<file path="config.mk">
export PLATFORM = sky130hd
export DESIGN_NAME = rjc_back_flat
export DESIGN_NICKNAME = d
export VERILOG_FILES = /design/src/rtl/rjc_pkg.sv /design/src/rtl/rjc_if.sv /design/src/rtl/rjc_back.sv /design/src/flat_wrapper.sv
export SDC_FILE = /design/constraint.sdc
export NUM_CORES = 1
export LEC_CHECK = 0
export BUFFER_PORTS_ARGS = -buffer_cell sky130_fd_sc_hd__buf_2
export CAP_MARGIN = 25
export CORE_MARGIN = 10
export CORE_UTILIZATION = 36
export CTS_CLUSTER_DIAMETER = 80
export DETAILED_ROUTE_END_ITERATION = 6
export GPL_TIMING_DRIVEN = 0
export PLACE_DENSITY = 0.71
export SYNTH_ARGS = -nofsm -noshare
export SYNTH_HDL_FRONTEND = slang
export SYNTH_SLANG_ARGS = --single-unit
export TNS_END_PERCENT = 30
</file>
<file path="constraint.sdc">
create_clock -name clk -period 1.4 [get_ports clk]
set_input_delay 0.07 -clock clk [delete_from_list [all_inputs] [get_ports clk]]
set_output_delay 0.07 -clock clk [all_outputs]
set_load 0.02 [all_outputs]
</file>
<file path="src/rtl/rjc_pkg.sv">
// Shared types and constants of the river junction classifier.
package rjc_pkg;

  localparam int APB_ADDR_W = 3;
  localparam int APB_DATA_W = 32;
  localparam int CELL_W     = 8;
  localparam int FW_W       = 12;
  localparam int FH_W       = 15;

  typedef enum logic {
    REG_FRAME_WIDTH  = 1'b0,
    REG_FRAME_HEIGHT = 1'b1
  } rjc_reg_t;

  localparam logic [CELL_W-1:0] CODE_RIVER    = 8'd1;
  localparam logic [CELL_W-1:0] CODE_BEND_NW  = 8'd2;
  localparam logic [CELL_W-1:0] CODE_BEND_SW  = 8'd3;
  localparam logic [CELL_W-1:0] CODE_BEND_NE  = 8'd4;
  localparam logic [CELL_W-1:0] CODE_BEND_SE  = 8'd5;
  localparam logic [CELL_W-1:0] CODE_FORK_NES = 8'd6;
  localparam logic [CELL_W-1:0] CODE_FORK_NWS = 8'd7;
  localparam logic [CELL_W-1:0] CODE_FORK_WNE = 8'd8;
  localparam logic [CELL_W-1:0] CODE_FORK_WSE = 8'd9;
  localparam logic [CELL_W-1:0] CODE_CROSS    = 8'd10;

  typedef struct packed {
    logic [CELL_W-1:0] centre;
    logic              n;
    logic              s;
    logic              e;
    logic              w;
    logic              row_end;
    logic              frame_end;
  } rjc_nbr_t;

endpackage

</file>
<file path="src/rtl/rjc_if.sv">


interface rjc_class_if;
  import rjc_pkg::*;
  logic              valid;
  logic              ready;
  logic [CELL_W-1:0] class_value;
  logic              row_end;
  logic              frame_end;
  modport source (output valid, class_value, row_end, frame_end, input ready);
  modport sink   (input valid, class_value, row_end, frame_end, output ready);
endinterface

</file>
<file path="src/rtl/rjc_back.sv">
// Back end: junction classification and the output register.
module rjc_back (
  input  logic              clk,
  input  logic              rst,
  input  logic              q_valid,
  input  rjc_pkg::rjc_nbr_t q_head,
  output logic              pop,
  rjc_class_if.source       classes
);
  import rjc_pkg::*;

  logic              out_valid;
  logic [CELL_W-1:0] out_class;
  logic              out_row_end;
  logic              out_frame_end;

  function automatic logic [CELL_W-1:0] classify(rjc_nbr_t c);
    logic [CELL_W-1:0] k;
    k = c.centre;
    if (c.centre == CODE_RIVER) begin
      if (c.n && c.w) k = CODE_BEND_NW;
      if (c.w && c.s) k = CODE_BEND_SW;
      if (c.n && c.e) k = CODE_BEND_NE;
      if (c.s && c.e) k = CODE_BEND_SE;
      if (c.n && c.e && c.s) k = CODE_FORK_NES;
      if (c.n && c.w && c.s) k = CODE_FORK_NWS;
      if (c.w && c.n && c.e) k = CODE_FORK_WNE;
      if (c.w && c.s && c.e) k = CODE_FORK_WSE;
      if (c.n && c.s && c.e && c.w) k = CODE_CROSS;
    end
    return k;
  endfunction

  assign pop = q_valid & (~out_valid | classes.ready);

  always_ff @(posedge clk) begin
    if (rst) begin
      out_valid <= 1'b0;
    end else if (pop) begin
      out_valid <= 1'b1;
    end else if (classes.ready) begin
      out_valid <= 1'b0;
    end
  end

  always_ff @(posedge clk) begin
    if (pop) begin
      out_class     <= classify(q_head);
      out_row_end   <= q_head.row_end;
      out_frame_end <= q_head.frame_end;
    end
  end

  assign classes.valid       = out_valid;
  assign classes.class_value = out_class;
  assign classes.row_end     = out_row_end;
  assign classes.frame_end   = out_frame_end;

endmodule

</file>
<file path="src/flat_wrapper.sv">
// flat-port wrapper written by rule: the top's interface ports become plain ports
module rjc_back_flat import rjc_pkg::*;
  (clk, rst, q_valid, q_head, pop, classes_valid, classes_class_value, classes_row_end, classes_frame_end, classes_ready);
  rjc_class_if classes_i ();
  input  logic clk;
  input  logic rst;
  input  logic q_valid;
  input  rjc_pkg::rjc_nbr_t q_head;
  output logic pop;
  output wire logic [$bits(classes_i.valid)-1:0] classes_valid;
  output wire logic [$bits(classes_i.class_value)-1:0] classes_class_value;
  output wire logic [$bits(classes_i.row_end)-1:0] classes_row_end;
  output wire logic [$bits(classes_i.frame_end)-1:0] classes_frame_end;
  input wire logic [$bits(classes_i.ready)-1:0] classes_ready;
  assign classes_valid = classes_i.valid;
  assign classes_class_value = classes_i.class_value;
  assign classes_row_end = classes_i.row_end;
  assign classes_frame_end = classes_i.frame_end;
  assign classes_i.ready = classes_ready;
  rjc_back u_core (.clk(clk), .rst(rst), .q_valid(q_valid), .q_head(q_head), .pop(pop), .classes(classes_i));
endmodule
</file>
## Word level (Yosys, flattened, before mapping)

Cells that the tools add are included.

| word-level totals | value |
|---|---|
| bits in writable memories | 0 |
| output and inout port bits | 12 |
| logic and storage cells | 32 |
| register bits | 11 |
| memory bits (read-only) | 0 |
| memories kept | 0 |
| latch bits | 0 |

| cells by class | value |
|---|---|
| mux-type cells | 12 |
| order comparisons | 0 |
| bitwise gates (word level) | 3 |
| shift operators | 0 |
| div/mod/pow operators | 0 |
| $add $sub $neg | 0 |
| reduce and logical (&&, ||, !) cells | 12 |
| multiply operators | 0 |
| equal/unequal tests | 1 |

Operators by type and width:

| operator | number |
|---|---|
| two-way mux 8 bit | 10 |
| logical AND 1 bit | 11 |
| == test 8 x 1 -> 1 bit, second input constant | 1 |
| two-way mux 1 bit | 2 |
| nonzero test 2 bit | 1 |
| bitwise AND 1 bit | 1 |
| inverter 1 bit | 1 |
| OR 1 bit | 1 |

## Depth between registers and ports, before layout

Gate-level depths: netlist (run 1).

| logic depth | value |
|---|---|
| depth after elaboration | 11 |
| depth in mapped cells | 4 |
| gate-level depth less buffers | 4 |

## Least setup slack after synthesis (run 1)

No wires, ideal clock.

| path | value |
|---|---|
| kind | register -> register |
| start point | register u_core.out_valid (netlist: u_core.classes.valid) |
| end point | register u_core.out_class[0] (netlist: u_core.classes.class_value[0]) (enable) |
| stages on the path, launching flop included | 2 |
| library setup time | 0.413 ns |
| setup slack | -0.612 ns |
| buffers on the path | 0 |
| period minus slack after synthesis | 2.012 ns |
| data arrival time | 1.599 ns |
| data required time | 0.987 ns |
| cells stage by stage | dfxtp_1 -> a21boi_0 |

| between the ends | value |
|---|---|
| longest elaborated chain between the ends | 3 |

RTL lines:

| element | line | RTL |
|---|---|---|
| start: declaration | rjc_back.sv:12 | `logic out_valid;` |
| start signal: assignment | rjc_back.sv:38 | `out_valid <= 1'b0;` |
| start signal: assignment | rjc_back.sv:40 | `out_valid <= 1'b1;` |
| start signal: assignment | rjc_back.sv:42 | `out_valid <= 1'b0;` |
| inverter 1 bit | rjc_back.sv:34 | `assign pop = q_valid & (~out_valid \| classes.ready);` |
| OR 1 bit | rjc_back.sv:34 |  |
| bitwise AND 1 bit | rjc_back.sv:34 |  |
| named net pop | flat_wrapper.sv:9 | `output logic pop;` |
| end signal: assignment | rjc_back.sv:48 | `out_class <= classify(q_head);` |
| end: declaration | rjc_back.sv:13 | `logic [CELL_W-1:0] out_class;` |

The timed path passes the listed nets, and every way through them passes these cells.
A chain may end at the register's enable or synchronous reset.

## Worst setup path after layout (run 1)

| path | value |
|---|---|
| start point | register u_core.out_valid (netlist: u_core.classes.valid) |
| end point | output pop |

| between the ends | value |
|---|---|
| longest elaborated chain between the ends | 3 |

RTL lines:

| element | line |
|---|---|
| inverter 1 bit | rjc_back.sv:34 |
| OR 1 bit | rjc_back.sv:34 |
| bitwise AND 1 bit | rjc_back.sv:34 |
| end: declaration | flat_wrapper.sv:9 |

No other way between the ends.

==> results.json, run 1 <==
{
  "finalWirelength_um": 1290,
  "yosysWarningCount": 0,
  "max_slew.worst_pin.slew_ns": 0.368,
  "worst_setup_slack_for_register_to_register_paths_ns": 0.37,
  "hp-start": "q_valid",
  "detailroute.via_count": 458,
  "place.gp.congestion": 0.787,
  "register_to_register_path_depth": 1,
  "report.final.slew_viol_count": 0,
  "p_clk_frac": 0.280,
  "placeableCoreArea_um2": 1320,
  "max-cap-violations": 0,
  "worst_hold_path_type": "input port to flop",
  "worst-endpoint-arrival_ns": 1.19,
  "crit_type": "flop to output pin",
  "worstSetupStartpointType": "flop",
  "die_area_um2": 3300,
  "drt_pass1_iterations": 6,
  "power.internal_uw": 546,
  "filler_cells": 118,
  "yosysUniqueCellTypes": 18,
  "hpwl_um": 1040,
  "initialDrtViolationCount": 6,
  "setup_repair_after_global_routing_missed_its_margin": "false",
  "track_usage": 0.0791,
  "clock.fmax_mhz": 793,
  "clkSinkCount": 11,
  "layout-drive-gt1-share": 0.487,
  "run_status": "complete, no violations",
  "tritoncts.num_buffers": 3,
  "postLayoutSetupSlackWorst_ns": 0.138,
  "flow.area_growth_from_synthesis_pct": 45.8,
  "power.ir.vdd_worst_v": 0.000623,
  "chipHeight_um": 57.5,
  "worst_setup_hold_path_clk_slew_ns": 0.07,
  "grt_max_degree": 12,
  "grt_pass1_vias": 497,
  "setup_viol": 0,
  "ioPinCount": 30,
  "port-buffer-count": 29,
  "cts-htree-levels": 1,
  "period_minus_slack_ns": 1.26,
  "comb_power_share": 0.184,
  "max-slew-margin-rel": 0.754,
  "final_cell_mix": "buf_2 (29), edfxtp_1 (10), clkbuf_1 (5)",
  "seq_power_share": 0.536,
  "layout.cells.most_common": "buf_2",
  "initial_antenna_violation_count": 0,
  "grt_remaining_overflow": 0,
  "power.switching_fraction": 0.243,
  "timing.rr.start": "u_core.classes.valid",
  "final_min_period_over_clock_period": 0.901,
  "critPathRequiredTime_ns": 1.33,
  "setup_total_negative_slack_ns": 0,
  "cts-root-buf": "clkbuf_4",
  "tritoncts": "built",
  "die_width_um": 57.5,
  "min_path_cells": 3,
  "initial_core_utilization": 0.384,
  "fin_nets": 95,
  "via_per_inst": 5.03,
  "power.leakage_uw": 0.000315,
  "row_count": 13,
  "antennaDiodeCount": 0,
  "drc_errors": 0,
  "timing.critical_path.to_type": "output pin",
  "synth_seq_area_share": 0.634,
  "route.detailed.wl_per_inst_um": 14.2,
  "drt.antenna.violating_nets": 0,
  "report.power.total_uw": 721,
  "crit_fanout": 11,
  "fin_skew_ns": 0.00563,
  "clock_path_buffers": 2,
  "post_synthesis_sequential_element_count": 11,
  "synth_cells": 40,
  "worst_setup_path_startpoint": "u_core.classes.valid",
  "pwr_cell_area_nw_per_um2": 979,
  "mappedNetlistNets": 58,
  "finalHoldViolations": 0,
  "insertion_delay_ns": 0.26,
  "grt_first_pass_wirelength_um": 2140,
  "place_worst_setup_slack_ns": 0.229,
  "post_synth.cell_area_avg_um2": 12.6,
  "mappedNetlistArea_um2": 505,
  "sw_power_uw": 175
}
[per-stage QoR]
step | util | hold WS [ns] | instance area, um2 | instances
floorplan | - | 0.142 | 509 | 40
global placement | 0.511 | 0.228 | 673 | 84
detailed placement | 0.511 | 0.228 | 673 | 84
CTS | 0.559 | 0.0262 | 737 | 91
global route | 0.559 | 0.0591 | 737 | 91
finish | 0.559 | 0.0335 | 737 | 91
[cell usage after synthesis, drive strengths merged]
cell,n,share of area
nor2,2,0.015
o21ai,3,0.030
clkbuf,4,0.030
nand2,3,0.027
a21boi,1,0.015
inv,3,0.022
edfxtp,10,0.59
a22o,2,0.035
a21oi,2,0.020
a31oi,1,0.012
nor4,1,0.025
o211ai,1,0.015
a22oi,1,0.015
nor4b,1,0.030
dfxtp,1,0.040
a41oi,1,0.032
o21bai,3,0.045
[routing by layer]
| metal | up-vias | part of all wire | global-route usage |
|---|---|---|---|
| met1 | 213 | 0.36 | 0.0714 |
| met2 | 19 | 0.57 | 0.149 |
| met5 | - | 0 | 0 |
| li1 | 224 | - | - |
| met3 | 2 | 0.054 | 0.0288 |
| met4 | 0 | 0.019 | 0.0403 |
[cell type report]
class / count / area [um2] / share of cell area
flip-flops and latches: 11 / 320 / 0.435
repair buffers: 32 / 175 / 0.238
multi-input cells: 22 / 170 / 0.231
clock buffers: 4 / 26.3 / 0.0357
well taps: 15 / 18.8 / 0.0255
plain buffers: 4 / 15.0 / 0.0204
inverters: 3 / 11.3 / 0.0153
[power groups by stage]
stage | combinational [uW] | clock [uW] | sequential [uW]
floorplan | 36.5 | 0 | 419
global placement | 122 | 0 | 392
detailed placement | 124 | 0 | 393
CTS | 134 | 212 | 387
global route | 146 | 229 | 388
finish | 133 | 202 | 387
[registers in the layout, indices dropped and copies added, names as in the netlist]
signal and flops:
u_core.classes.valid 1, u_core.classes.class_value 8, u_core.classes.frame_end 1, u_core.classes.row_end 1
[logic make-up (layout without fill, tap and decap cells)]
kind of cell | count (synthesis) | after routing | synth area share
and+or+nand+nor | 7 | 7 | 0.0965
buffers and inverters | 7 | 43 | 0.0520
AOI/OAI and AO/OA | 15 | 15 | 0.218
DFF | 11 | 11 | 0.634
[critical path, stage by stage (launching register included)]
cell and delay, ns:
dfxtp_1 0.34, a21boi_4 0.35, buf_2 0.24
[worst paths after layout]
kind	to
hold / removal	u_core.classes.valid
setup reg to reg	u_core.classes.row_end
setup / recovery	pop
hold reg to reg	u_core.classes.valid
[repair_timing]
| item | CTS | global route |
|---|---|---|
| endpoints found under the setup margin | 1 | 0 |
| hold buffers | 3 | 0 |
| buffers inserted | 0 | 0 |
| endpoints found under the hold margin | 3 | 0 |
| resized for setup | 1 | 0 |
Note: power is estimated with default switching activity, not from simulation.
==> run 2: changes to the inputs <==
BUFFER_PORTS_ARGS = not set   (was -buffer_cell sky130_fd_sc_hd__buf_2)
CORE_AREA = 10 10 47 49   (was not set)
CORE_MARGIN = not set   (was 10)
CORE_UTILIZATION = not set   (was 36)
DIE_AREA = 0 0 57 59   (was not set)
DONT_BUFFER_PORTS = 1   (was not set)
PLACE_DENSITY = not set   (was 0.71)
SETUP_SLACK_MARGIN = 0.15   (was not set)
==> run 2 against run 1 <==
Total power fell by 5.3%. Final cell count fell by 22%. Routed wire length rose by 5.9%. Setup slack improved by 0.082 ns. Critical path depth fell by 1. Clock skew fell by 0.0045 ns. Non-clock buffer count fell by 22. Sequential power rose by 7.8%. Highest routed layer unchanged. Combinational power fell by 47%. Cell area fell by 8.5%. Flip-flop and latch count did not move.
==> results.json, run 2 (synthesis results as in run 1) <==
{
  "chipHeight_um": 59,
  "drt.antenna.violating_nets": 0,
  "path_delay_family": "flip-flops",
  "worst_hold_slack_ns": 0.0144,
  "worst-endpoint-arrival_ns": 1.10,
  "final_cell_mix": "dlygate4sd3_1 (10), edfxtp_1 (10), clkbuf_1 (5)",
  "tritoncts.num_buffers": 3,
  "clkSinkCount": 11,
  "max-cap-violations": 0,
  "critical_path.cell_chain": "a21boi_4",
  "postLayoutSetupSlackWorst_ns": 0.221,
  "final_min_period_over_clock_period": 0.842,
  "crit_type": "flop to flop",
  "critPathRequiredTime_ns": 1.32,
  "worstSetupStartpointType": "flop",
  "ioPinCount": 30,
  "antennaDiodeCount": 0,
  "clock.fmax_mhz": 848,
  "grt_remaining_overflow": 0,
  "via_per_inst": 5.37,
  "die_width_um": 57,
  "port-buffer-count": 0,
  "insertion_delay_ns": 0.25,
  "power.ir.vdd_worst_v": 0.000316,
  "filler_cells": 146,
  "hp-start": "q_head[8]",
  "power.leakage_uw": 0.000233,
  "fin_nets": 74,
  "detailroute.via_count": 381,
  "fin_skew_ns": 0.00110,
  "period_minus_slack_ns": 1.18,
  "min_to": "u_core.classes.class_value[2]",
  "pwr_cell_area_nw_per_um2": 1010,
  "register_to_register_path_depth": 1,
  "grt_first_pass_wirelength_um": 2110,
  "finish.instance_area_um2": 674,
  "initial_core_utilization": 0.361,
  "worstReg2RegEnd": "u_core.classes.class_value[5]",
  "max_slew.worst_pin.slew_ns": 0.410,
  "timing.critical_path.buf_inv": 0,
  "cts-root-buf": "clkbuf_4",
  "initial_antenna_violation_count": 0,
  "setup_repair_after_global_routing_missed_its_margin": "false",
  "run_status": "complete, no violations",
  "crit_fanout": 7,
  "report.final.slew_viol_count": 0,
  "drc_errors": 0,
  "route.detailed.wl_per_inst_um": 19.2,
  "drt_pass1_iterations": 2,
  "hpwl_um": 1050,
  "timing.rr.start": "u_core.classes.valid",
  "min_path_cells": 1,
  "place.gp.congestion": 0.643,
  "grt_max_degree": 9,
  "worst_setup_slack_for_register_to_register_paths_ns": 0.22,
  "largest_register_ffs": 8,
  "place_worst_setup_slack_ns": 0.151,
  "setup_viol": 0,
  "layout-drive-gt1-share": 0.164,
  "post_cts.resized_instances": 0,
  "max-slew-margin-rel": 0.726,
  "tritoncts": "built",
  "max_stage_delay_cell_worst_path": "dfxtp_1",
  "finalHoldViolations": 0,
  "place_area_um2": 537,
  "row_count": 14,
  "post-cts-setup-buffers": 0,
  "timing.critical_path.to_type": "flop",
  "finalWirelength_um": 1370,
  "worst_setup_hold_path_clk_slew_ns": 0.06,
  "cts-htree-levels": 1,
  "setup_total_negative_slack_ns": 0,
  "flow.area_growth_from_synthesis_pct": 33.4,
  "grt_pass1_vias": 440,
  "track_usage": 0.0823,
  "cp_slowest_stage_delay_ns": 0.44,
  "die_area_um2": 3360,
  "initialDrtViolationCount": 3,
  "worst_hold_path_type": "input port to flop",
  "clock_path_buffers": 2,
  "placeableCoreArea_um2": 1400
}
-- run 2: area by class of cell --
cell class / count / area, um2 / area share
sequential: 11 / 320 / 0.475
timing repair buffer: 10 / 100 / 0.148
multi-input combinational: 23 / 181 / 0.269
buffer: 4 / 15.0 / 0.0223
tap: 16 / 20.0 / 0.0297
clock buffer: 4 / 26.3 / 0.0390
inverter: 3 / 11.3 / 0.0167
-- run 2: worst max-delay path by stage --
| stage | start | endpoint | slack (ns) | cells past startpoint |
|---|---|---|---|---|
| 5_1_grt | u_core.classes.valid | pop | 0.18 | 1 |
| 6_report | u_core.classes.valid | u_core.classes.class_value[5] | 0.22 | 1 |
| 2_1_floorplan | u_core.classes.valid | u_core.classes.class_value[0] | 0.27 | 1 |
| 3_5_place_dp | u_core.classes.valid | u_core.classes.class_value[5] | 0.15 | 1 |
| 3_3_place_gp | u_core.classes.valid | u_core.classes.class_value[1] | 0.18 | 1 |
| 4_1_cts | u_core.classes.valid | u_core.classes.class_value[5] | 0.21 | 1 |
-- run 2: stage by stage --
stage,utilization,cells,total power (uW)
floorplan,-,40,458
detailed placement,0.383,56,471
global route,0.481,71,728
finish,0.481,71,684
CTS,0.467,69,694
global placement,0.383,56,466
-- run 2: routing by layer --
layer | track usage | share of wire
met1 | 0.0727 | 0.34
met2 | 0.133 | 0.50
met3 | 0.0472 | 0.14
met4 | 0.0705 | 0.020
met5 | 0 | 0
-- run 2: report_power, final --
group | switching, uW | internal (uW) | leakage, uW | total [uW]
logic | 29.3 | 40.6 | 0.000113 | 70.0
registers | 34.3 | 383 | 0.000105 | 417
clock network | 87.1 | 110 | 0.0000150 | 197
-- run 2: repair_timing --
item / 4_1_cts / 5_1_grt
endpoints found under the setup margin: 10 / 0
hold buffers: 8 / 2
endpoints found under the hold margin: 7 / 2
