--- src/rtl/rjc_pkg.sv ---
// Shared types and constants of the river junction classifier.
package rjc_pkg;

  localparam int APB_ADDR_W = 3;
  localparam int APB_DATA_W = 32;
  localparam int CELL_W     = 8;
  localparam int FW_W       = 12;
  localparam int FH_W       = 15;

  typedef enum logic {
    REG_FRAME_WIDTH  = 1'b0,
    REG_FRAME_HEIGHT = 1'b1
  } rjc_reg_t;

  localparam logic [CELL_W-1:0] CODE_RIVER    = 8'd1;
  localparam logic [CELL_W-1:0] CODE_BEND_NW  = 8'd2;
  localparam logic [CELL_W-1:0] CODE_BEND_SW  = 8'd3;
  localparam logic [CELL_W-1:0] CODE_BEND_NE  = 8'd4;
  localparam logic [CELL_W-1:0] CODE_BEND_SE  = 8'd5;
  localparam logic [CELL_W-1:0] CODE_FORK_NES = 8'd6;
  localparam logic [CELL_W-1:0] CODE_FORK_NWS = 8'd7;
  localparam logic [CELL_W-1:0] CODE_FORK_WNE = 8'd8;
  localparam logic [CELL_W-1:0] CODE_FORK_WSE = 8'd9;
  localparam logic [CELL_W-1:0] CODE_CROSS    = 8'd10;

  typedef struct packed {
    logic [CELL_W-1:0] centre;
    logic              n;
    logic              s;
    logic              e;
    logic              w;
    logic              row_end;
    logic              frame_end;
  } rjc_nbr_t;

endpackage

--- src/rtl/rjc_queue.sv ---
// Two-entry queue between the front end and the back end.
module rjc_queue (
  input  logic              clk,
  input  logic              rst,
  input  logic              push,
  input  rjc_pkg::rjc_nbr_t push_data,
  input  logic              pop,
  output logic              full,
  output logic              valid,
  output rjc_pkg::rjc_nbr_t head
);
  import rjc_pkg::*;

  rjc_nbr_t   slot [2];
  logic       wp;
  logic       rp;
  logic [1:0] count;

  assign full  = (count == 2'd2);
  assign valid = (count != 2'd0);
  assign head  = slot[rp];

  always_ff @(posedge clk) begin
    if (rst) begin
      wp    <= 1'b0;
      rp    <= 1'b0;
      count <= 2'd0;
    end else begin
      if (push) begin
        wp <= ~wp;
      end
      if (pop) begin
        rp <= ~rp;
      end
      count <= count + 2'(push) - 2'(pop);
    end
  end

  always_ff @(posedge clk) begin
    if (push) begin
      slot[wp] <= push_data;
    end
  end

endmodule

--- config.mk ---
export PLATFORM = sky130hd
export DESIGN_NAME = rjc_queue
export DESIGN_NICKNAME = d
export VERILOG_FILES = /design/src/rtl/rjc_pkg.sv /design/src/rtl/rjc_queue.sv
export SDC_FILE = /design/constraint.sdc
export NUM_CORES = 1
export LEC_CHECK = 0
export BUFFER_PORTS_ARGS = -buffer_cell sky130_fd_sc_hd__buf_4
export CORE_AREA = 2 2 56 58
export CTS_CLUSTER_DIAMETER = 60
export DETAILED_ROUTE_END_ITERATION = 10
export DIE_AREA = 0 0 58 60
export PLACE_DENSITY = 0.73
export SYNTH_ARGS = -nofsm -noshare
export SYNTH_HDL_FRONTEND = slang
export SYNTH_SLANG_ARGS = --single-unit
export TNS_END_PERCENT = 50
--- constraint.sdc ---
create_clock -name clk -period 3.28 [get_ports clk]
set_input_delay 0 -clock clk [delete_from_list [all_inputs] [get_ports clk]]
set_output_delay 0 -clock clk [all_outputs]
set_load 0.02 [all_outputs]
======== Word level (Yosys, flattened, before mapping) ========
Memory sizes are Yosys's and may differ from the RTL's. A register that Yosys moved wholly into a read port is not among the register bits.
Cells that the tools add are included.
cells by class
  add/subtract/negate cells ............... 2
  eq/ne operators ......................... 1
  muxes and demuxes ....................... 4
  bitwise logic cells ..................... 2
  reductions and logical operators ........ 1
operators with widths
  cell                                         number
  1-bit two-way mux                            4
  2-bit by 1-bit adder with 2-bit output       1
  2-bit equality test, second input constant   1
  1-bit inverter                               2
  2-bit nonzero test                           1
  2-bit by 1-bit subtractor with 2-bit output  1
word-level totals
  flip-flop bits (word level) ............. 4
  bits in writable memories ............... 28
  input port bits ......................... 18
  output and inout port bits .............. 16
  logic and storage cells ................. 14
  memories kept ........................... 1
memories
  name  words  width  read ports  clocked after memory_dff  wr ports  RTL line         source
  slot  2      14     1           1                         1         rjc_queue.sv:14  rjc_nbr_t slot [2];

======== Longest topological paths before layout ========
Gate-level depths: netlist of run 1.
  word-level depth ........................ 3
  mapped depth ............................ 6

======== Worst setup path before layout of run 1 ========
Ideal clock, no wire load.
  path kind ............................... reg-to-reg
  start point ............................. register wp
  end point ............................... memory slot[0][0] (netlist name), enable pin
  library setup time ...................... 386 ps
  arrival time ............................ 977 ps
  data required time ...................... 2894 ps
  slack ................................... 1917 ps
  stages on the path, launching flop included .. 2
  path buffers ............................ 0
  cell sequence ........................... dfxtp_1 > nor2b_1
RTL lines
  what                    RTL line         source
  from (decl)             rjc_queue.sv:15  logic wp;
  from (signal assigned)  rjc_queue.sv:30  wp <= ~wp;
  to (decl)               rjc_queue.sv:14
No word-level cell before the write port.

======== Worst setup path after layout of run 1 ========
  start point ............................. input push
  end point ............................... memory slot[0][8] (netlist name), enable pin
between the ends
  cells in the longest elaborated chain, start to end .. 2
ends and longest elaborated chain
  what                                     RTL line         source
  from (decl)                              rjc_queue.sv:5   input logic push,
  1-bit two-way mux                        rjc_queue.sv:40  if (push) begin
  1-bit two-way mux (not written as such)  rjc_queue.sv:41  slot[wp] <= push_data;
Every way passes these cells.

==> metrics.md, run 1 <==
| Metric | Value |
|---|---|
| Status | finished clean |
| Final GP Congestion | 0.722 |
| Cell leakage power | 0.680 nW |
| Total negative slack | 0 ns |
| Post-route DRC violation count | 0 |
| Critical Path AT | 1.59 ns |
| Drt wl/cell | 13.7 um |
| Peak Freq | 604 MHz |
| CTS root buffer | clkbuf_4 |
| Post-layout min period | 1.66 ns |
| DIE AREA | 3480 um2 |
| RR Startpoint | wp |
| Total GRT Usage | 13.6% |
| WS Path Type | in2reg |
| Worst hold start | push_data[0] |
| Largest net degree at the start of global routing | 15 |
| First-pass DRT Iterations | 2 |
| Nets | 140 |
| Yosys warnings | 0 |
| RSZ-0062 raised after global routing | no |
| Max-cap violations | 0 |
| Share of post-route cells with drive strength above 1 | 45.5% |
| Worst setup EP type | register |
| Syn_nets | 84 |
| Reg2Reg Depth | 1 |
| Syn_area_per_cell | 19.2 um2 |
| CTS tree | yes |
| Layout Skew | 0.0126 ns |
| Clock Latency Late Sink | 0.33 ns |
| Final Max Tran Viols | 0 |
| Largest family of logic cells by synthesized area | multiplexers |
| Clock Path Buffers | 2 |
| Setup-failing EPs final | 0 |
| DIE HEIGHT | 60 um |
| Final WL | 2120 um |
| Post-layout power | 0.000890 W |
| Worst Tran Pin Value | 1.21 ns |
| Worst slack, placed | 1.60 ns |
| Required @ worst endpoint | 3.22 ns |
| # rows | 20 |
| Final worst path period share | 50.5% |
| Post-CTS Setup Inserts | 0 |
| Reg clk slew, reported paths | 0.09 ns |
| Vias in the first global route | 753 |
| CP startpoint kind | input port |
| Synth unique cells | 12 |
| Reg2Reg Setup Slack | 1.64 ns |
| Final worst slack | 1.62 ns |
| Class of the most critical hold timing path | in2reg |
| Simple-gate share of the synthesized area | 3.77% |
| Register area share after synthesis | 76.6% |
| Post-synthesis adder-cell area fraction | 2.04% |
| Die Span X | 58 um |
| First-pass GRT wire length | 3240 um |
| Core area | 2900 um2 |
| P&R area growth vs syn | 40.6% |
| Synth Area in Compound Gates | 0% |
| Diodes inserted | 0 |
| Final hold vios | 0 |
| VDD IR-drop max | 0.000347 V |
| Initial antenna violation count | 0 |
| Gate count of the mapped netlist | 64 |
| Inserted Clock Buffers | 5 |
| Clock sinks | 33 |
| Initial Util | 42.3% |
| Critical Path Fanout Max | 14 |
| H-tree depth | 2 |
| Via Count | 728 |
| Final core area utilization | 59.5% |
| Synthesized flop and latch total | 33 |
| Hold path depth | 2 |
| Synth Cell Area | 1230 um2 |
| Vias per cell | 4.73 |
| PwrDens | 515 nW/um2 |
| DRT iter0 DRCs | 29 |
| WHS Endpoint | slot[1][0] |
| Num ports | 34 |
| Final ANT Viol Nets | 0 |
| Placed wire-length estimate | 1350 um |
| Xor and xnor fraction of the mapped netlist area | 3.26% |
| Max-slew headroom | 19.1% |
| Reg2reg end | slot[0][8] |
| GR Overflow Total | 0 |
| I/O Buffers | 33 |
| Multiplexer share of the synthesized area | 12.8% |
## registers in the layout, summed over array words and instances, names as in the netlist, named ones only
signal / cells
slot: 28
count: 2
rp: 1
wp: 1
## area by class of cell
type                       count  area [um2]
sequential                    33         941
multi-input combinational     28         269
timing repair buffer          50         418
inverter                       2        7.51
clock inverter                 2        10.0
clock buffer                   6        41.3
tap                           33        41.3
fill                         237        1170
## metrics by stage
stage          instance area [um2]  std cells  hold slack [ns]
2_1_floorplan                 1230         64           0.0716
3_3_place_gp                  1510        129            0.186
3_5_place_dp                  1510        129            0.188
4_1_cts                       1730        154            0.379
5_1_grt                       1730        154            0.373
6_report                      1730        154            0.398
## cells by family (layout without fill, tap and decap cells)
logic type	Yosys count	after routing
xor gates and xnor gates	3	3
adders and majority gates	2	2
buffers and inverters	3	60
DFF	33	33
muxes	14	14
and+or+nand+nor	9	9
## cells in the final DEF, fill, tap and decap left out, drive strengths merged
master        n
or2           1
buf          33
clkinv        2
nor2b         3
clkbuf        6
mux2         14
xnor3         1
edfxtp       28
nor2          4
xnor2         2
dfxtp         5
ha            2
dlygate4sd3  17
and2          1
inv           2
## timing repair
| item | CTS | global route |
|---|---|---|
| endpoints found under the hold margin | 33 | 0 |
| resized for setup | 0 | 0 |
| hold buffers | 17 | 0 |
| setup endpoints to repair | 0 | 0 |
## critical path, stage by stage
cell and delay (ns):
dlygate4sd3_1 0.53, buf_4 0.12, nor2b_1 0.94
## where the power goes
group / internal [W] / switching, W
Sequential: 0.000488 / 0.0000171
Clock: 0.0000815 / 0.000126
Combinational: 0.0000985 / 0.0000781
Total: 0.000668 / 0.000221
## worst max path at each step
stage / start / endpoint / slack [ns] / cells after the start
2_1_floorplan: wp / slot[0][0] / 1.92 / 1
3_3_place_gp: wp / slot[0][4] / 1.69 / 1
3_5_place_dp: wp / slot[0][4] / 1.60 / 1
4_1_cts: wp / slot[0][1] / 1.58 / 1
5_1_grt: wp / slot[0][13] / 1.45 / 1
6_report: push / slot[0][8] / 1.62 / 3
## routing by layer
metal	GRT usage (%)	wire (um)	part of all wire, %	up-vias
met2	22.9	1060	50	30
met4	6.98	42	2.0	0
li1	-	-	-	347
met3	6.49	163	7.7	6
met1	14.1	853	40	345
met5	0	0	0	-
## cells in the mapped netlist
cell type	count	area share [%]
and2_1	1	0.51
buf_6	1	0.92
dfxtp_1	5	8.1
edfxtp_1	28	68
ha_1	2	2.0
inv_1	2	0.61
mux2_2	14	13
nor2_1	4	1.2
nor2b_1	3	1.5
or2_2	1	0.51
xnor2_1	2	1.4
xnor3_1	1	1.8
(Power assumes the default switching activity.)
==> run 2: changes to the inputs <==
--- a/config.mk
+++ b/config.mk
@@ -5,6 +5,7 @@
 export SDC_FILE = /design/constraint.sdc
 export NUM_CORES = 1
 export LEC_CHECK = 0
+export ABC_AREA = 1
 export BUFFER_PORTS_ARGS = -buffer_cell sky130_fd_sc_hd__buf_4
 export CORE_AREA = 2 2 56 58
 export CTS_CLUSTER_DIAMETER = 60
==> constraint.sdc (replaced) <==
create_clock -name clk -period 1.55 [get_ports clk]
set_input_delay 0 -clock clk [delete_from_list [all_inputs] [get_ports clk]]
set_output_delay 0 -clock clk [all_outputs]
set_load 0.02 [all_outputs]
==> metrics.md, run 2 <==
| Metric | Value |
|---|---|
| Reg2Reg Depth | 8 (+7) |
| Peak Freq | 685 MHz |
| Most common cell after layout, fill and taps aside | buf_4 |
| Vias in the first global route | 770 (+2.3%) |
| Seq. cell area | 942 um2 (+0.13%) |
| VDD IR-drop max | 0.000735 V (+110%) |
| Reg clk slew, reported paths | 0.09 ns (about the same) |
| Initial Util | 42.5% (+0.17 points) |
| First-pass GRT wire length | 3230 um (-0.22%) |
| Worst slack, placed | 0.295 ns (-1.31 ns) |
| Critical Path AT | 1.46 ns (-0.13 ns) |
| DIE AREA | 3480 um2 (unchanged) |
| Worst setup EP type | output pin |
| Cell leakage power | 0.730 nW (+7.3%) |
| RSZ-0062 raised after global routing | no |
| Buffers & Inverters on Critical Path | 2 (unchanged) |
| Vias per cell | 4.63 (-2.0%) |
| Clock Path Buffers | 2 (unchanged) |
| First-pass DRT Iterations | 2 (unchanged) |
| Largest net degree at the start of global routing | 11 (-4) |
| Biggest register | slot |
| Layout Skew | 0.00556 ns (-0.00700 ns) |
| Number of flops mapped to enable cells by yosys | 28 (unchanged) |
| Footprint of the multi-input gates | 251 um2 (-6.5%) |
| CP startpoint kind | register |
| Via Count | 778 (+6.9%) |
| Clock sinks | 33 (unchanged) |
| WHS Endpoint | slot[1][0] |
| Final hold vios | 0 (unchanged) |
| Max-slew headroom | 84.0% (+65 points) |
| Final Max Tran Viols | 0 (unchanged) |
| Most used DFF post-synth | edfxtp_1 |
| Final worst path period share | 94.1% |
| Reg2Reg Setup Slack | 0.28 ns (-1.36 ns) |
| Synth Cell Area | 1230 um2 (+0.41%) |
| Post-CTS Setup Inserts | 0 (unchanged) |
| WS Path Type | reg2out |
| PwrDens | 1020 nW/um2 (+98%) |
| Synth unique cells | 12 (unchanged) |
| Synthesized flop and latch total | 33 (unchanged) |
| Top-area cell type share of the netlist area | 68.2% (-0.28 points) |
| Max-cap violations | 0 (unchanged) |
| Commonest cells after routing, fill and taps aside | buf_4 (37), edfxtp_1 (28), dlygate4sd3_1 (18) |
| Drt wl/cell | 12.2 um (-11%) |
| Clock Latency Late Sink | 0.32 ns (about the same) |
| Final worst slack | 0.0911 ns (-1.53 ns) |
| Inserted Clock Buffers | 5 (unchanged) |
| Count leader, synth | edfxtp_1 |
| Final GP Congestion | 0.691 (-4.3%) |
| Area leader, netlist | edfxtp_1 |
| Share of post-route cells with drive strength above 1 | 43.0% (-2.5 points) |
| Initial antenna violation count | 0 (unchanged) |
| Final WL | 2050 um (-3.0%) |
| Gate count of the mapped netlist | 74 (+16%) |
| RR Startpoint | count[0] |
| Syn_nets | 94 (+12%) |
| Total negative slack | 0 ns (unchanged) |
| Final ANT Viol Nets | 0 (unchanged) |
| P&R area growth vs syn | 43.4% |
| Worst-path cell chain | buf_4 > mux2_2 > buf_4 |
| Class of the most critical hold timing path | in2reg |
| Post-synth top cells | edfxtp_1 (28), mux2_2 (14), inv_1 (8), nor2_1 (7) |
| Required @ worst endpoint | 1.55 ns (-1.67 ns) |
| CTS tree | yes |
| Worst hold start | push_data[0] |
| Post-route DRC violation count | 0 (unchanged) |
| Post-synth ARST share | 0% (unchanged) |
| Nets | 155 (+11%) |
| Die Span X | 58 um (unchanged) |
| Total GRT Usage | 13.4% (-0.19 points) |
| H-tree depth | 2 (unchanged) |
| Diodes inserted | 0 (unchanged) |
| Yosys warnings | 0 (unchanged) |
| I/O Buffers | 33 (unchanged) |
| Register area share after synthesis | 76.3% (-0.31 points) |
| Num ports | 34 (unchanged) |
| Core area | 2900 um2 (unchanged) |
| Worst path slowest cell | dfxtp_2 |
| Top delay family on crit path | flip-flops |
| # rows | 20 (unchanged) |
| Critical Path Fanout Max | 9 (-5) |
| Post-layout min period | 1.46 ns |
| Largest cells by area after synthesis | edfxtp_1 (68%), mux2_2 (13%), dfxtp_1 (8.1%) |
| GR Overflow Total | 0 (unchanged) |
| Most common cell on crit path | buf_4 |
| Status | finished clean |
| CTS root buffer | clkbuf_4 |
| DIE HEIGHT | 60 um (unchanged) |
| Placed wire-length estimate | 1420 um (+5.4%) |
| CP peak stage delay | 0.41 ns (-0.53 ns) |
| Syn_area_per_cell | 16.7 um2 (-13%) |
| Hold path depth | 2 (unchanged) |
| Reg2reg end | count[1] |
| FILL cells | 227 (-4.2%) |
| Worst Tran Pin Value | 0.239 ns (-0.971 ns) |
| Number of flip-flops in the largest register | 28 (unchanged) |
| Setup-failing EPs final | 0 (unchanged) |
| Top Registers | slot: 28 flops, count: 2 flops |
| DRT iter0 DRCs | 11 (-62%) |
-- run 2: cell count changes in the layout (fill, tap and decap cells not counted), sizes merged, moves of 3 or more --
cell,previous run,this run
nor2b,3,0
nor2,4,7
nand2,0,5
buf,33,37
inv,2,8
-- run 2: cells by family (layout without fill, tap and decap cells) --
family | after synthesis | after routing | share of synthesized area (%)
buf+inv | 9 | 70 | 3.35
mux | 14 | 14 | 12.8
xor+xnor | 1 | 1 | 0.710
flops | 33 | 33 | 76.3
compound gates | 1 | 1 | 0.405
simple gates | 14 | 14 | 4.46
fa+ha+maj | 2 | 2 | 2.03
-- run 2: power by group --
| group | switching [W] | total, W | internal, W | leakage, nW |
|---|---|---|---|---|
| sequential | 0.0000200 | 0.00104 | 0.00102 | 0.305 |
| clock | 0.000243 | 0.000410 | 0.000167 | 0.0281 |
| combinational | 0.000168 | 0.000353 | 0.000185 | 0.397 |
| total | 0.000431 | 0.00180 | 0.00137 | 0.730 |
-- run 2: area by class of cell --
type,count,area share [%]
Tap cell,33,2.33
Sequential cell,33,53.3
Inverter,8,1.70
Clock buffer,6,2.33
Timing Repair Buffer,55,25.9
Multi-Input combinational cell,32,14.2
Clock inverter,1,0.283
-- run 2: routing by layer --
layer	track usage, %	part of all wire [%]	up-vias
met5	0	0	-
met3	4.98	6.9	3
met1	13.5	41	364
met4	7.97	1.4	0
met2	23.5	51	28
li1	-	-	383
-- run 2: worst max path at each step --
stage / endpoint / slack, ns / from / depth (start not counted)
after floorplan: slot[0][0] / 0.23 / wp / 1
after global placement: head[3] / 0.33 / register / 3
after detailed placement: count[1] / 0.29 / count[0] / 8
after CTS: head[5] / 0.05 / register / 3
after global routing: head[5] / 0.008 / register / 3
final: head[5] / 0.09 / register / 3
-- run 2: worst register-to-register path, delay by kind of cell, from the launching register on --
| kind | cells | cell delay (ns) |
|---|---|---|
| adders and majority gates | 2 | 0.44 |
| DFF | 1 | 0.33 |
| buffers and inverters | 3 | 0.14 |
| and+or+nand+nor | 2 | 0.12 |
| AOI/OAI and AO/OA | 1 | 0.12 |
-- run 2: timing repair --
action | in CTS | in global routing
gates resized for setup | 1 | 0
setup endpoints to repair | 9 | 0
hold endpoints to repair | 33 | 0
hold buffers | 18 | 0
-- run 2: stage by stage --
stage | total power [W] | utilization (%) | cells | area (um2) | hold WS (ns)
4_1_cts | 0.00184 | 60.9 | 168 | 1770 | 0.384
2_1_floorplan | 0.00124 | - | 74 | 1230 | 0.0712
5_1_grt | 0.00190 | 60.9 | 168 | 1770 | 0.385
6_report | 0.00180 | 60.9 | 168 | 1770 | 0.404
3_3_place_gp | 0.00137 | 53.1 | 143 | 1540 | 0.185
3_5_place_dp | 0.00138 | 53.1 | 143 | 1540 | 0.189
==> run 3: changes to the inputs <==
--- a/config.mk
+++ b/config.mk
@@ -12,6 +12,8 @@
 export DETAILED_ROUTE_END_ITERATION = 10
 export DIE_AREA = 0 0 58 60
 export PLACE_DENSITY = 0.73
+export RECOVER_POWER = 25
+export SLEW_MARGIN = 20
 export SYNTH_ARGS = -nofsm -noshare
 export SYNTH_HDL_FRONTEND = slang
 export SYNTH_SLANG_ARGS = --single-unit
==> metrics.md, run 3 (synthesized netlist as in run 2, its figures left out) <==
| Metric | Value |
|---|---|
| Status | finished clean |
| VDD IR-drop max | 0.000742 V (+0.98%) |
| Commonest cells after routing, fill and taps aside | edfxtp_1 (28), buf_4 (27), dlygate4sd3_1 (18) |
| Drt wl/cell | 12.3 um (+0.83%) |
| First-pass DRT Iterations | 4 (+2) |
| Top delay family on crit path | flip-flops |
| Buffers & Inverters on Critical Path | 2 (unchanged) |
| Worst-path cell chain | buf_4 > mux2_2 > buf_4 |
| Core area | 2900 um2 (unchanged) |
| CTS root buffer | clkbuf_4 |
| Max-slew headroom | 83.9% (-0.10 points) |
| Initial Util | 42.5% (unchanged) |
| Critical Path AT | 1.45 ns (about the same) |
| Biggest register | slot |
| Reg2reg end | count[1] |
| Total negative slack | 0 ns (unchanged) |
| Final ANT Viol Nets | 0 (unchanged) |
| Number of flip-flops in the largest register | 28 (unchanged) |
| Reg clk slew, reported paths | 0.09 ns (about the same) |
| Initial antenna violation count | 0 (unchanged) |
| DIE AREA | 3480 um2 (unchanged) |
| Critical Path Fanout Max | 9 (unchanged) |
| Layout Skew | 0.00541 ns (-0.000147 ns) |
| Hold path depth | 2 (unchanged) |
| Final hold vios | 0 (unchanged) |
| Placed wire-length estimate | 1420 um (unchanged) |
| Max-cap violations | 0 (unchanged) |
| Vias per cell | 4.63 (-0.13%) |
| Inserted Clock Buffers | 5 (unchanged) |
| WS Path Type | reg2out |
| RSZ-0062 raised after global routing | no |
| Die Span X | 58 um (unchanged) |
| Post-route DRC violation count | 0 (unchanged) |
| Post-layout min period | 1.45 ns (-0.00877 ns) |
| Reg2Reg Depth | 8 (unchanged) |
| Largest net degree at the start of global routing | 11 (unchanged) |
| Class of the most critical hold timing path | in2reg |
| Total GRT Usage | 13.4% (unchanged) |
| Cell leakage power | 0.721 nW (-1.2%) |
| Via Count | 777 (-0.13%) |
| Setup-failing EPs final | 0 (unchanged) |
| GR Overflow Total | 0 (unchanged) |
| H-tree depth | 2 (unchanged) |
| Clock sinks | 33 (unchanged) |
| PwrDens | 1020 nW/um2 (+0.40%) |
| Clock Latency Late Sink | 0.32 ns (about the same) |
| RR Startpoint | count[0] |
| Final worst path period share | 93.6% (-0.57 points) |
| CP startpoint kind | register |
| DIE HEIGHT | 60 um (unchanged) |
| Peak Freq | 690 MHz (+0.61%) |
| DRT iter0 DRCs | 12 (+1) |
| Most common cell after layout, fill and taps aside | edfxtp_1 |
| Worst setup EP type | output pin |
| Diodes inserted | 0 (unchanged) |
| Required @ worst endpoint | 1.55 ns (about the same) |
| Nets | 155 (unchanged) |
| Num ports | 34 (unchanged) |
| Top Registers | slot: 28 flops, count: 2 flops |
| First-pass GRT wire length | 3230 um (unchanged) |
| Clock Path Buffers | 2 (unchanged) |
| Worst hold slack | 0.403 ns (-0.00105 ns) |
| Worst Tran Pin Value | 0.241 ns (+0.00155 ns) |
| Vias in the first global route | 770 (unchanged) |
| Final Max Tran Viols | 0 (unchanged) |
| Reg2Reg Setup Slack | 0.28 ns (about the same) |
| Final GP Congestion | 0.691 (unchanged) |
| Final WL | 2070 um (+0.83%) |
| # rows | 20 (unchanged) |
| I/O Buffers | 33 (unchanged) |
| Worst hold start | push_data[0] |
| CTS tree | yes |
| CP peak stage delay | 0.41 ns (about the same) |
| Most common cell on crit path | buf_4 |
| P&R area growth vs syn | 42.8% |
| WHS Endpoint | slot[1][0] |
| Share of post-route cells with drive strength above 1 | 41.5% (-1.5 points) |
| Worst path slowest cell | dfxtp_2 |
## run 3: area by class of cell
class,instances,area (um2)
sequential,33,942
multi-input combinational,32,251
fill,230,1140
timing repair buffer,55,450
tap,33,41.3
clock inverter,1,5.00
clock buffer,6,41.3
inverter,8,30.0
## run 3: how the worst max path moves through the flow
stage / from / end / slack [ns] / cells past startpoint
after floorplan: wp / slot[0][0] / 0.23 / 1
after global placement: register / head[3] / 0.33 / 3
after detailed placement: count[0] / count[1] / 0.29 / 8
after CTS: register / head[5] / 0.05 / 3
after global routing: register / head[5] / 0.008 / 3
final: register / head[5] / 0.1 / 3
## run 3: worst reg2reg max path, delay by kind of cell, from the launching register on
family	cells	cell delay [ns]
DFF	1	0.33
adders and majority gates	2	0.44
and+or+nand+nor	2	0.12
buffers and inverters	3	0.14
AOI/OAI and AO/OA	1	0.12
## run 3: power by group
part           switching (W)  internal, W
logic               0.000168     0.000182
registers          0.0000199      0.00102
clock network       0.000246     0.000167
## run 3: what timing repair did
action,in CTS,in global routing
hold endpoints to repair,33,0
buffers inserted,0,0
hold buffers,18,0
setup endpoints to repair,9,0
resized for setup,1,0
## run 3: per-layer routing
layer	wire length (um)	GRT usage (%)	part of all wire, %	up-vias
li1	-	-	-	383
met1	846	13.5	41	361
met2	1040	23.5	50	30
met3	148	4.98	7.2	3
met4	34	7.97	1.6	0
met5	0	0	0	-
## run 3: stage by stage
step / area [um2] / power (W) / setup WS [ns] / utilization, % / std cells
6_report: 1760 / 0.00180 / 0.0999 / 60.7 / 168
3_5_place_dp: 1540 / 0.00138 / 0.295 / 53.1 / 143
4_1_cts: 1770 / 0.00184 / 0.0541 / 60.9 / 168
5_1_grt: 1760 / 0.00190 / 0.00811 / 60.7 / 168
2_1_floorplan: 1230 / 0.00124 / 0.230 / - / 74
3_3_place_gp: 1540 / 0.00137 / 0.330 / 53.1 / 143
